==> config.mk <==
export PLATFORM = sky130hd
export DESIGN_NAME = rbst_merge
export DESIGN_NICKNAME = d
export VERILOG_FILES = /design/src/rbst_pkg.sv /design/src/rbst_merge.sv
export SDC_FILE = /design/constraint.sdc
export NUM_CORES = 1
export LEC_CHECK = 0
export ABC_AREA = 1
export BUFFER_PORTS_ARGS = -buffer_cell sky130_fd_sc_hd__buf_2
export CAP_MARGIN = 15
export CORE_MARGIN = 2
export CORE_UTILIZATION = 51
export DETAILED_ROUTE_END_ITERATION = 8
export HOLD_SLACK_MARGIN = 0.08
export PLACE_DENSITY_LB_ADDON = 0.12
export SYNTH_ARGS = -nofsm -noshare
export SYNTH_HDL_FRONTEND = slang
export SYNTH_SLANG_ARGS = --single-unit
export TNS_END_PERCENT = 50
==> constraint.sdc <==
create_clock -name clk -period 5.5 [get_ports clk]
set_input_delay 1.1 -clock clk [delete_from_list [all_inputs] [get_ports clk]]
set_output_delay 1.1 -clock clk [all_outputs]
set_load 0.005 [all_outputs]
==> src/rbst_pkg.sv <==
// ----------------------------------------------------------------------------
// rbst_pkg
// Types and constants shared by the ray/box slab test pipeline.
// ----------------------------------------------------------------------------
`default_nettype none

package rbst_pkg;

  localparam int QW      = 32;   // width of every fixed point value
  localparam int DIFF_W  = 33;   // bound minus origin, exact
  localparam int NUM_AX  = 3;
  localparam int DIV_LAT = 33;   // overflow check, 31 quotient bits, sign fix

  localparam logic signed [QW-1:0] Q_MAX = {1'b0, {(QW-1){1'b1}}};
  localparam logic signed [QW-1:0] Q_MIN = {1'b1, {(QW-1){1'b0}}};

  typedef enum logic [2:0] {
    REG_MIN_X = 3'd0,
    REG_MIN_Y = 3'd1,
    REG_MIN_Z = 3'd2,
    REG_MAX_X = 3'd3,
    REG_MAX_Y = 3'd4,
    REG_MAX_Z = 3'd5
  } reg_idx_t;

  // per-request data that rides beside the dividers
  typedef struct packed {
    logic signed [QW-1:0] lo;
    logic signed [QW-1:0] hi;
    logic [NUM_AX-1:0]    zero_dir;
    logic                 miss;
  } side_t;

endpackage

`default_nettype wire

==> src/rbst_merge.sv <==
// ----------------------------------------------------------------------------
// rbst_merge
// Orders each slab pair, narrows the distance interval over three axes and
// forms the hit flag in the output register.
// ----------------------------------------------------------------------------
`default_nettype none

module rbst_merge (
  input  wire logic                        clk,
  input  wire logic                        rst_n,
  input  wire logic                        en,
  input  wire logic                        vld_in,
  input  wire logic signed [rbst_pkg::QW-1:0] qa [0:rbst_pkg::NUM_AX-1],
  input  wire logic signed [rbst_pkg::QW-1:0] qb [0:rbst_pkg::NUM_AX-1],
  input  wire rbst_pkg::side_t             side,
  output logic                             out_valid,
  output logic                             out_is_hit
);

  localparam int NA = rbst_pkg::NUM_AX;

  logic signed [rbst_pkg::QW-1:0] near_r [0:NA-1], far_r [0:NA-1];
  logic signed [rbst_pkg::QW-1:0] near_nxt [0:NA-1], far_nxt [0:NA-1];
  logic signed [rbst_pkg::QW-1:0] lo1_r, lo2_r, hi1_r, hi2_r, lo_r, hi_r;
  logic signed [rbst_pkg::QW-1:0] lo_m1_r, hi_m1_r;
  logic miss_m1_r, miss_m2_r, miss_m3_r;
  logic v1_r, v2_r, v3_r, v4_r, hit_r;

  // a zero-direction axis contributes a neutral pair
  always_comb begin
    for (int a = 0; a < NA; a++) begin
      if (side.zero_dir[a]) begin
        near_nxt[a] = rbst_pkg::Q_MIN;
        far_nxt[a]  = rbst_pkg::Q_MAX;
      end else if (qa[a] > qb[a]) begin
        near_nxt[a] = qb[a];
        far_nxt[a]  = qa[a];
      end else begin
        near_nxt[a] = qa[a];
        far_nxt[a]  = qb[a];
      end
    end
  end

  always_ff @(posedge clk) begin
    if (en) begin
      near_r    <= near_nxt;
      far_r     <= far_nxt;
      lo_m1_r   <= side.lo;
      hi_m1_r   <= side.hi;
      miss_m1_r <= side.miss;
      lo1_r     <= (near_r[0] > lo_m1_r) ? near_r[0] : lo_m1_r;
      lo2_r     <= (near_r[1] > near_r[2]) ? near_r[1] : near_r[2];
      hi1_r     <= (far_r[0] < hi_m1_r) ? far_r[0] : hi_m1_r;
      hi2_r     <= (far_r[1] < far_r[2]) ? far_r[1] : far_r[2];
      miss_m2_r <= miss_m1_r;
      lo_r      <= (lo1_r > lo2_r) ? lo1_r : lo2_r;
      hi_r      <= (hi1_r < hi2_r) ? hi1_r : hi2_r;
      miss_m3_r <= miss_m2_r;
      hit_r     <= !miss_m3_r && (hi_r > lo_r);
    end
  end

  always_ff @(posedge clk) begin
    if (!rst_n) begin
      v1_r <= 1'b0;
      v2_r <= 1'b0;
      v3_r <= 1'b0;
      v4_r <= 1'b0;
    end else if (en) begin
      v1_r <= vld_in;
      v2_r <= v1_r;
      v3_r <= v2_r;
      v4_r <= v3_r;
    end
  end

  assign out_valid  = v4_r;
  assign out_is_hit = hit_r;

endmodule

`default_nettype wire

# Word-level counts from Yosys, hierarchy flattened
# Cells that the tools add are included.
# classes
n_lt_le_gt_ge	10
muxes	12
reduce_logical	2
# op_table
cell	count
32-bit two-way mux	12
32-bit > comparator	7
32-bit less-than comparator	3
1-bit logical AND	1
1-bit logical NOT	1
# totals
reg_bits	456
out_inout_bits	2
wordCells	46

# Depth between registers and ports, before layout
# depth
depth_word	2
mapped_depth	19

# Least setup slack after synthesis
# Ideal clock, no wire load.
# synth_timing
path_type	in2reg
start	input qb[63] in the netlist's numbering
end	register near_r[55] in the netlist's numbering (data pin)
t_arrival_ps	2581
required_ps	5247
setup_slack_ps	2666
cell_stages	13
path_buffers	2
cell_sequence	inv_1 -> ha_1 -> a21oi_1 -> o21a_1 -> nand2_1 -> a21oi_1 -> nand2_1 -> nand2_1 -> buf_6 -> buf_2 -> nand4_1 -> nand2_1 -> nor2_1
# synth_between
elab_chain_cells	2
# synth_lines
item	line	rtl
start, declared	rbst_merge.sv:14	input wire logic signed [rbst_pkg::QW-1:0] qb [0:rbst_pkg::NUM_AX-1],
32-bit > comparator	rbst_merge.sv:35	end else if (qa[a] > qb[a]) begin
32-bit two-way mux	rbst_merge.sv:35	
end signal, assigned	rbst_merge.sv:47	near_r <= near_nxt;
end, declared	rbst_merge.sv:22	logic signed [rbst_pkg::QW-1:0] near_r [0:NA-1], far_r [0:NA-1];
# No other way between the ends.
# A chain may end at the register's enable or synchronous reset.

# Worst setup path after layout
# layout_timing
start	register near_r[31] in the netlist's numbering
end	register lo2_r[14] in the netlist's numbering (data pin)
# layout_between
elab_chain_cells	2
# layout_lines
item	line	rtl
32-bit > comparator	rbst_merge.sv:53	lo2_r <= (near_r[1] > near_r[2]) ? near_r[1] : near_r[2];
32-bit two-way mux	rbst_merge.sv:53	
end signal, assigned	rbst_merge.sv:53	
end, declared	rbst_merge.sv:24	logic signed [rbst_pkg::QW-1:0] lo1_r, lo2_r, hi1_r, hi2_r, lo_r, hi_r;
# No other way between the ends.

==> reports/metrics.cfg <==
[grt]
grt_overflow=0
grt_pass1_wl_um=129900
grt_max_degree=115
grt_pass1_vias=22740
antenna_found_initial=2
grt_use_total=0.2880

[clock_tree]
insertion_delay_ns=0.60
numCtsBuffers=52
holdBufCountCts=0
cts_resized=0
clock_path_buffers=3
h-tree-depth=2
root_buffer=clkbuf_16
cts_setup_buffers=0
cts_tree=yes
clock_sinks=456
path_clk_slew_ns=0.06

[min_path]
hp-class=reg2reg
worstHoldStart=miss_m1_r

[timing]
setup_viol=0
relSlewSlack=0.2231
hold_viol=0
setup_tns_ns=0
rsz0062_at_grt=false
worst_pin_slew_ns=1.163
fmax_mhz=271.0
fin_crit_sh=0.6710
slew_violations=0
skew_ns=0.02363
fin_crit_ns=3.691

[routing]
viasPerCell=5.721
antenna_left=0
num_vias=24520
drtIter0Drc=2762
dr.pass1.iters=8
avgRoutedWirePerCell_um=20.27
totalWireLength_um=86900
drc_errors=0

[critical_path]
path_class=reg2reg
crit_chain=inv_1 -> ha_1 -> nand2_1 -> nor2_1 -> nand4_1 -> nor4_2 -> nand4_2 -> nand3_4 -> nand2_1 -> nand2_1
endpoint=lo2_r[14]
reg2reg_depth=10
critical_path_peak_fanout=33
cp.required_ns=5.93
r2r_slack_ns=1.81
r2r-start=near_r[31]
startpoint=near_r[31]
crit_path_frequent_cell=nand2_1
cp_slowest_cell=nand4_2
reg2reg_to=lo2_r[14]
critPathLaunchType=flip-flop
critPathMaxStageDelay_ns=0.83
worstPathArrival_ns=4.12
endpoint_kind=flip-flop

[flow_run]
drv_cap=0

[synthesis]
syn_nets=3889
ys_warn_count=0
ys_seq_elements=456
synth_cell_type_count=32
ys_seq_area_frac=0.4701
netlist_instances=3308
syn_area_per_cell_sq_um=8.780
syn_area_sq_um=29040

[floorplan]
fp.coreArea_sq_um=56390
row_count=87
start_util=0.5151
die_h_um=242.6
fp.dieW_um=242.6
num_io_pins=266
die_area_sq_um=58870

[cells_and_area]
layout.nets=4068
drive_gt1_frac=0.1133
area_delta_synth_final_pct=11.90
reg.largest.list=far_r x96, near_r x96
final_area_sq_um=32500
fin_cells=4287

[placed_design]
place_area_sq_um=30670
io_buffers=265
dp_hpwl_um=64890
place.gp.congestion=0.9246
dp.cells=4184

[power_and_ir_drop]
p_per_area_nw_per_um2=371.9
p_leak_uw=0.01592
peakVddDrop_mv=0.2600

[status]
status=completed

-- report_power, final --
part | switching (uW) | internal (uW)
Sequential | 436 | 4630
Clock | 1450 | 2070
Combinational | 2300 | 1200
Total | 4190 | 7900
-- cell usage in the layout (no fill, tap or decap), types with 7 or more instances in the layout --
| cell | count |
|---|---|
| nand3_2 | 7 |
| buf_2 | 264 |
| nand3_1 | 277 |
| o21ai_0 | 45 |
| bufinv_16 | 7 |
| clkinv_1 | 10 |
| nand4_1 | 311 |
| nor2_1 | 236 |
| o211ai_1 | 8 |
| edfxtp_1 | 452 |
| clkbuf_1 | 7 |
| buf_4 | 20 |
| o21a_1 | 14 |
| inv_1 | 455 |
| ha_1 | 317 |
| nand2_1 | 811 |
| a21oi_1 | 163 |
| clkbuf_16 | 52 |
| clkinv_2 | 10 |
-- worst min-delay path by stage --
stage / end / slack, ns / cells after the start
6_report: miss_m2_r / 0.43 / 0
2_1_floorplan: miss_m2_r / 0.40 / 0
4_1_cts: miss_m2_r / 0.44 / 0
3_3_place_gp: miss_m2_r / 0.42 / 0
3_5_place_dp: miss_m3_r / 0.41 / 0
5_1_grt: miss_m3_r / 0.45 / 0
-- synth_stat cells --
| library cell | instances | area (sq um) |
|---|---|---|
| buf_4 | 19 | 142.6 |
| inv_2 | 3 | 11.26 |
| buf_2 | 88 | 440.4 |
| buf_1 | 17 | 63.81 |
| buf_6 | 10 | 112.6 |
| nand3b_1 | 6 | 45.04 |
| nand4_2 | 1 | 12.51 |
| nand2_1 | 816 | 3063 |
| nor3_1 | 6 | 30.03 |
| nand2_2 | 1 | 6.260 |
| nand3_4 | 1 | 17.52 |
| inv_1 | 455 | 1708 |
| clkbuf_1 | 34 | 127.6 |
| a21oi_1 | 163 | 815.8 |
| o21a_1 | 14 | 105.1 |
| o211ai_1 | 8 | 60.06 |
| a41oi_1 | 1 | 8.760 |
| nor2_2 | 2 | 12.51 |
| edfxtp_1 | 452 | 13570 |
| nand3_2 | 6 | 60.06 |
| o21bai_1 | 1 | 7.510 |
| nor4_2 | 5 | 62.56 |
| o21ai_0 | 45 | 225.2 |
| dfxtp_1 | 4 | 80.08 |
| nor4_1 | 1 | 6.260 |
| nor2_1 | 236 | 885.9 |
| nand3_1 | 278 | 1391 |
| nor2_4 | 2 | 22.52 |
| and3_1 | 2 | 12.51 |
| ha_1 | 317 | 3966 |
| nand4_1 | 311 | 1946 |
| a21o_1 | 3 | 22.52 |
-- kinds of logic (layout without fill, tap and decap cells) --
| family | after synthesis | in the layout | share of synthesized area |
|---|---|---|---|
| flip-flops | 456 | 456 | 0.4701 |
| buffers and inverters | 626 | 848 | 0.08973 |
| AND/OR/NAND/NOR | 1674 | 1674 | 0.2608 |
| AO/OA/AOI/OAI | 235 | 235 | 0.04286 |
| other | 0 | 1 | 0 |
| adder cells (fa/ha/maj) | 317 | 317 | 0.1366 |
-- metal layers --
| metal | share of wire | global-route usage | up-vias |
|---|---|---|---|
| li1 | - | - | 11700 |
| met1 | 0.44 | 0.4227 | 11670 |
| met2 | 0.45 | 0.4413 | 1012 |
| met3 | 0.078 | 0.03649 | 142 |
| met4 | 0.032 | 0.09780 | 0 |
| met5 | 0 | 0 | - |
-- layout make-up --
cell class,instances,area [sq um]
well taps,756,945.9
repair buffers,293,1643
fillers,5088,23890
clock inverters,38,406.6
clock buffers,59,1328
diodes,1,2.502
flip-flops and latches,456,13650
multi-input cells,2226,12800
inverters,458,1719
-- critical path, delay by kind of cell (launching register included) --
family                     cells  cell delay [ns]
DFF                            1             0.51
and+or+nand+nor                8             2.55
buffers and inverters          1             0.09
adders and majority gates      1             0.37
-- per-stage QoR --
step	setup WS [ns]	total power, uW	utilization	hold slack [ns]
2_1_floorplan	2.666	7320	-	0.4003
3_3_place_gp	1.363	8398	0.5439	0.4189
3_5_place_dp	1.276	8520	0.5439	0.4130
4_1_cts	1.566	12060	0.5746	0.4359
5_1_grt	1.563	12800	0.5763	0.4457
6_report	1.809	12090	0.5764	0.4342
Note: power is estimated with default switching activity, not from simulation.
