===== config.mk =====
export PLATFORM = sky130hd
export DESIGN_NAME = rbst_div
export DESIGN_NICKNAME = d
export VERILOG_FILES = /design/src/rbst_pkg.sv /design/src/rbst_div.sv
export SDC_FILE = /design/constraint.sdc
export NUM_CORES = 2
export LEC_CHECK = 0
export BUFFER_PORTS_ARGS = -buffer_cell sky130_fd_sc_hd__clkbuf_2
export CORE_MARGIN = 2
export CORE_UTILIZATION = 65
export CTS_BUF_LIST = sky130_fd_sc_hd__clkbuf_16
export DETAILED_ROUTE_END_ITERATION = 8
export PLACE_DENSITY_LB_ADDON = 0.1
export SLEW_MARGIN = 0
export SYNTH_ARGS = -nofsm -noshare
export SYNTH_HDL_FRONTEND = slang
export SYNTH_SLANG_ARGS = --single-unit

===== constraint.sdc =====
create_clock -name clk -period 6.7 [get_ports clk]
set_input_delay 0.335 -clock clk [delete_from_list [all_inputs] [get_ports clk]]
set_output_delay 0.335 -clock clk [all_outputs]
set_load 0.005 [all_outputs]

===== src/rbst_pkg.sv =====
// ----------------------------------------------------------------------------
// rbst_pkg
// Types and constants shared by the ray/box slab test pipeline.
// ----------------------------------------------------------------------------
`default_nettype none

package rbst_pkg;

  localparam int QW      = 32;   // width of every fixed point value
  localparam int DIFF_W  = 33;   // bound minus origin, exact
  localparam int NUM_AX  = 3;
  localparam int DIV_LAT = 33;   // overflow check, 31 quotient bits, sign fix

  localparam logic signed [QW-1:0] Q_MAX = {1'b0, {(QW-1){1'b1}}};
  localparam logic signed [QW-1:0] Q_MIN = {1'b1, {(QW-1){1'b0}}};

  typedef enum logic [2:0] {
    REG_MIN_X = 3'd0,
    REG_MIN_Y = 3'd1,
    REG_MIN_Z = 3'd2,
    REG_MAX_X = 3'd3,
    REG_MAX_Y = 3'd4,
    REG_MAX_Z = 3'd5
  } reg_idx_t;

  // per-request data that rides beside the dividers
  typedef struct packed {
    logic signed [QW-1:0] lo;
    logic signed [QW-1:0] hi;
    logic [NUM_AX-1:0]    zero_dir;
    logic                 miss;
  } side_t;

endpackage

`default_nettype wire


===== src/rbst_div.sv =====
// ----------------------------------------------------------------------------
// rbst_div
// Pipelined sign-magnitude divider, one quotient bit per stage, with
// saturation of the quotient to the signed 32-bit range.
// ----------------------------------------------------------------------------
`default_nettype none

module rbst_div #(
  parameter int FRAC_BITS = 16
) (
  input  wire logic                              clk,
  input  wire logic                              en,
  input  wire logic                              neg,
  input  wire logic [rbst_pkg::DIFF_W+FRAC_BITS-1:0] num_mag,
  input  wire logic [rbst_pkg::QW-1:0]           den_mag,
  output logic signed [rbst_pkg::QW-1:0]         quo
);

  localparam int NW = rbst_pkg::DIFF_W + FRAC_BITS;
  localparam int QB = rbst_pkg::QW - 1;   // quotient bits below saturation

  logic [QB:0]   rem_r [0:QB];
  logic [QB-1:0] low_r [0:QB];
  logic [QB-1:0] quo_r [0:QB];
  logic [QB:0]   den_r [0:QB];
  logic          neg_r [0:QB];
  logic          ovf_r [0:QB];
  logic signed [rbst_pkg::QW-1:0] res_r, res_nxt;

  // quotient of 2^31 or more saturates either way
  always_ff @(posedge clk) begin
    if (en) begin
      ovf_r[0] <= (num_mag >> QB) >= NW'(den_mag);
      rem_r[0] <= (QB+1)'(num_mag >> QB);
      low_r[0] <= num_mag[QB-1:0];
      quo_r[0] <= '0;
      den_r[0] <= den_mag;
      neg_r[0] <= neg;
    end
  end

  for (genvar k = 1; k <= QB; k++) begin : g_stage
    logic [QB+1:0] trial;
    logic          ge;
    logic [QB:0]   rem_nxt;
    always_comb begin
      trial   = {rem_r[k-1], low_r[k-1][QB-1]};
      ge      = trial >= {1'b0, den_r[k-1]};
      rem_nxt = ge ? (QB+1)'(trial - {1'b0, den_r[k-1]}) : trial[QB:0];
    end
    always_ff @(posedge clk) begin
      if (en) begin
        rem_r[k] <= rem_nxt;
        low_r[k] <= {low_r[k-1][QB-2:0], 1'b0};
        quo_r[k] <= {quo_r[k-1][QB-2:0], ge};
        den_r[k] <= den_r[k-1];
        neg_r[k] <= neg_r[k-1];
        ovf_r[k] <= ovf_r[k-1];
      end
    end
  end

  always_comb begin
    if (ovf_r[QB]) begin
      res_nxt = neg_r[QB] ? rbst_pkg::Q_MIN : rbst_pkg::Q_MAX;
    end else if (neg_r[QB]) begin
      res_nxt = -$signed({1'b0, quo_r[QB]});
    end else begin
      res_nxt = $signed({1'b0, quo_r[QB]});
    end
  end

  always_ff @(posedge clk) begin
    if (en) begin
      res_r <= res_nxt;
    end
  end

  assign quo = res_r;

endmodule

`default_nettype wire


; ---- Yosys cells after proc, flatten, opt, wreduce, memory -nomap -nowiden
; Memory sizes are Yosys's and may differ from the RTL's.
; Index checks and enable logic that the tools add are counted.
[word_totals]
output_inout_bits = 32
memories = 6
register_bits = 32
ramBits = 4096
wordCells = 107
[memory_table]
columns = name, words, width, rd, rd_ports_with_merged_regs, wr, line
row1 = den_r, 32, 32, 31, 0, 32, rbst_div.sv:25  ; logic [QB:0] den_r [0:QB];
row2 = rem_r, 32, 32, 31, 0, 32, rbst_div.sv:22  ; logic [QB:0] rem_r [0:QB];
row3 = low_r, 32, 31, 31, 0, 32, rbst_div.sv:23  ; logic [QB-1:0] low_r [0:QB];
row4 = quo_r, 32, 31, 32, 0, 32, rbst_div.sv:24  ; logic [QB-1:0] quo_r [0:QB];
row5 = neg_r, 32, 1, 32, 0, 32, rbst_div.sv:26  ; logic neg_r [0:QB];
row6 = ovf_r, 32, 1, 32, 0, 32, rbst_div.sv:27  ; logic ovf_r [0:QB];
[op_classes]
add_sub_neg = 32
order_cmp = 32
n_mux = 36
[op_table]
columns = operator, n
row1 = $mux W32, 34
row2 = $ge A33 B32 Y1, 31
row3 = $sub A32 B32 Y32, 31
row4 = $ge A18 B32 Y1, 1
row5 = $neg A31 Y32, 1
row6 = $mux W1, 2

; ---- Longest topological paths before layout
[depth]
ltp_word = 3
mapped_depth = 15

; ---- Least setup slack after synthesis
; No wires, ideal clock.
[synth_path]
path_kind = reg2reg
from = memory rem_r[3][2] (netlist bit)
to = memory rem_r[4][14] (netlist bit), data pin
path_buffers = 1
required_time_ps = 6440
setup_ps = 260
stages_incl_launch_ff = 11
setup_slack_ps = 3207
arrival_ps = 3233
path_cell_list = edfxtp_1 -> ha_1 -> a21o_1 -> a221o_1 -> a311o_1 -> a41oi_1 -> o21ai_1 -> a311o_1 -> a21oi_2 -> buf_2 -> mux2_2
[synth_rtl]
columns = element, line
row1 = start: declaration, rbst_div.sv:22

==> impl_metrics.py <==
metrics = {
    "outcome": {
        "outcome": "complete, but fails checks",
        "violations": "design-rule violations",
    },
    "synthesis": {
        "synth_edf_count": 3058,
        "async_flop_share_pct": 0,
        "ys_warn_count": 0,
        "synthTopCellsByArea": "edfxtp_1 59%, ha_1 8.0%, a21oi_1 3.0%",
        "synth_xor_area_share_pct": 4.44,
        "synth.largest_area_cell": "edfxtp_1",
        "ys_seq_area_share_pct": 58.8,
        "mappedNetlistArea_sq_um": 156000,
        "synth_cells": 12900,
        "ys_seq_elements": 3058,
        "synthMuxAreaShare_pct": 3.18,
        "synth_fa_ha_area_share_pct": 8.37,
        "synth_simple_gate_area_share_pct": 8.23,
        "avgSynthCellArea_sq_um": 12.1,
        "synth.distinct_cells": 94,
        "synth_top_cell_area_share_pct": 58.8,
        "synth_top_family_by_area": "compound AO/OA/AOI/OAI gates",
        "synth_ff_type": "edfxtp_1",
        "syn-num-nets": 14000,
        "synth_compound_area_share_pct": 13.2,
    },
    "pwr": {
        "report.power.total_uw": 82900,
        "ir_drop_mv": 0.452,
        "power_density_nw_per_um2": 483,
        "p_leak_uw": 0.0691,
    },
    "detailed_routing": {
        "vias": 105000,
        "first_pass_iters": 9,
        "detail-route-antenna-nets": 0,
        "viasPerCell": 6.30,
        "wl_per_cell_um": 24.3,
        "drt-total-wl_um": 404000,
        "route.detailed.drc": 2,
        "drt_iter0_drc": 12100,
    },
    "worst_setup_path": {
        "cp_slowest_stage_delay_ps": 920,
        "rr_worst_depth": 11,
        "start_kind": "flip-flop",
        "ff2ff_setup_slack_ps": 1870,
        "crit_start": "den_r[2][1]",
        "critical_path.endpoint_type": "flip-flop",
        "worstReg2RegEnd": "rem_r[9][24]",
        "rr_startpoint": "den_r[2][1]",
        "cp.required_ps": 7370,
        "cp_max_fo": 62,
        "path_buf_inv": 1,
        "arrival_ps": 5500,
        "slowest_stage": "a21o_2",
        "critPathKind": "flip-flop to flip-flop",
        "cp-endpoint": "rem_r[9][24]",
        "worstPathCellList": "inv_1 -> ha_1 -> nor2b_1 -> o31a_1 -> o31ai_2 -> o22ai_1 -> a211oi_1 -> o311ai_1 -> a31oi_1 -> a21o_2 -> mux2_2",
        "crit_cells": 11,
        "crit_family": "compound AO/OA/AOI/OAI gates",
    },
    "global_route": {
        "grt-ovfl-total": 0,
        "grt_antenna_before_repair": 25,
        "grt_pass1_vias": 102000,
        "grt_pass1_wl_um": 609000,
        "grt_start_max_net_pins": 211,
        "grt_usage_pct": 32.6,
    },
    "sta": {
        "finalSetupTns_ps": 0,
        "finalCritPeriodShare_pct": 72.1,
        "finClkSkew_ps": 127,
        "timing.fmax_mhz": 207,
        "period_minus_slack_ps": 4830,
        "tightest_slew_ps": 1430,
        "finalMaxSlewViolations": 0,
        "rsz0062_at_grt": "false",
        "setup_ws_ps": 1870,
        "hold_viol_final": 0,
        "slew_headroom_pct": 4.69,
        "setup_viol": 0,
        "holdWs_ps": 85.6,
    },
    "clock_network": {
        "cts_max_path_buffers": 4,
        "post_cts_buffers": 0,
        "cts_hold_buf": 83,
        "cts_sinks": 3058,
        "cts_tree": "yes",
        "clock_latency_ps": 1020,
        "root_buffer": "clkbuf_16",
        "clk_pin_slew_ps": 70,
        "cts_buffers": 330,
        "h-tree-depth": 5,
        "cts_resized": 0,
    },
    "layout": {
        "num-fill-cells": 15800,
        "layout-drive-gt1-share_pct": 8.50,
        "synthToLayoutAreaGrowth_pct": 9.87,
        "final_core_util_pct": 71.6,
        "fin_nets": 14300,
    },
    "floorplan": {
        "ios": 116,
        "core_sq_um": 240000,
        "die_y_um": 494,
        "die_area_sq_um": 244000,
        "rows": 180,
        "start_util_pct": 65.2,
        "die_w_um": 494,
    },
    "placed_design": {
        "numPortBuffers": 115,
        "hpwl_um": 288000,
        "preCtsSetupSlack_ps": 1880,
        "place.gp.congestion": 0.978,
    },
    "min_path": {
        "holdCritPathClass": "primary input to flip-flop",
    },
    "job": {
        "maxCapViolations": 0,
    },
}
[how the worst min path moves through the flow]
stage,startpoint,endpoint,slack (ps),depth (start not counted)
floorplan,low_r[0][68],low_r[0][100],400,0
detailed placement,low_r[0][103],low_r[0][135],400,0
CTS,num_mag[11],low_r[0][11],20,2
global placement,low_r[0][176],low_r[0][208],400,0
global route,num_mag[5],low_r[0][5],60,2
finish,num_mag[11],low_r[0][11],90,2
[cells by family (layout without fill, tap and decap cells)]
| logic type | after synthesis | after routing |
|---|---|---|
| compound gates | 3265 | 3265 |
| flops | 3058 | 3058 |
| simple gates | 2716 | 2716 |
| buf+inv | 1571 | 2103 |
| fa+ha+maj | 1028 | 1028 |
| xor+xnor | 792 | 792 |
| mux | 446 | 446 |
| other cells | 0 | 10 |
[metrics by stage]
| stage | cells | instance area, sq um |
|---|---|---|
| 3_5_place_dp | 15900 | 161000 |
| 2_1_floorplan | 12900 | 156000 |
| 5_1_grt | 16600 | 172000 |
| 4_1_cts | 16600 | 172000 |
| 6_report | 16600 | 172000 |
| 3_3_place_gp | 15900 | 161000 |
[Yosys cell counts (20+ instances only)]
cell,number
nand3_1,197
mux2_1,25
a21boi_0,32
o31ai_1,81
nor3_1,158
nor3b_1,22
o211ai_1,41
mux2_2,375
nor2b_1,151
or2_2,36
a41oi_1,23
o21a_1,156
fa_1,30
and3_1,100
xor2_1,321
a2111oi_0,37
xnor2_1,471
nor4_1,55
a211oi_1,90
a31oi_1,108
o21ai_0,766
a221oi_1,20
clkbuf_1,245
a21o_1,519
ha_1,998
a211o_1,30
a31o_2,20
edfxtp_1,3058
a21oi_1,950
buf_2,47
or3_1,48
nand4_1,167
mux2i_1,46
o21bai_1,125
and2_1,48
o22ai_1,31
inv_1,1260
nand2b_1,115
nor2_1,683
nand2_1,860
o31a_1,35
[layer usage]
layer  vias up  GRT usage [%]  share of wire, %
li1      48200              -                 -
met1     50400           40.8                38
met2      4765           54.6                48
met3      1282           6.05               7.1
met4        32           16.3               5.9
met5         -              0             0.058
[cell usage in the layout (no fill, tap or decap), drive strengths merged, types with 115 or more instances in the layout]
| cell | count |
|---|---|
| edfxtp | 3058 |
| inv | 1318 |
| ha | 998 |
| a21oi | 951 |
| nand2 | 860 |
| o21ai | 783 |
| nor2 | 683 |
| a21o | 519 |
| xnor2 | 471 |
| clkbuf | 446 |
| mux2 | 400 |
| xor2 | 321 |
| nand3 | 197 |
| nand4 | 167 |
| nor3 | 160 |
| o21a | 156 |
| nor2b | 151 |
| clkinv | 133 |
| o21bai | 125 |
| nand2b | 115 |
[worst reg2reg max path: cells and delay by family (launching register included)]
family,cells,cell delay (ps)
mux,1,440
flops,1,430
buf+inv,1,80
simple gates,1,150
fa+ha+maj,1,230
compound gates,7,3210
[area by class of cell]
class	count	area [sq um]	area share [%]
flip-flops and latches	3058	91800	53.5
clock buffers	332	8310	4.84
repair buffers	269	2130	1.24
inverters	1261	4730	2.76
clock inverters	241	2020	1.18
well taps	3185	3990	2.32
multi-input cells	8247	58700	34.2
diodes	10	25.0	0.0146
[registers in the layout, indices dropped and copies added (netlist names)]
register,flops
den_r,992
low_r,496
quo_r,496
neg_r,32
ovf_r,32
quo,32
rem_r,978
[power by group]
part / switching, uW / total, uW / internal [uW]
combinational: 20500 / 35000 / 14500
clock: 7560 / 17600 / 10100
sequential: 3160 / 30300 / 27100
total: 31200 / 82900 / 51700
Power figures use the tool's default switching activity.
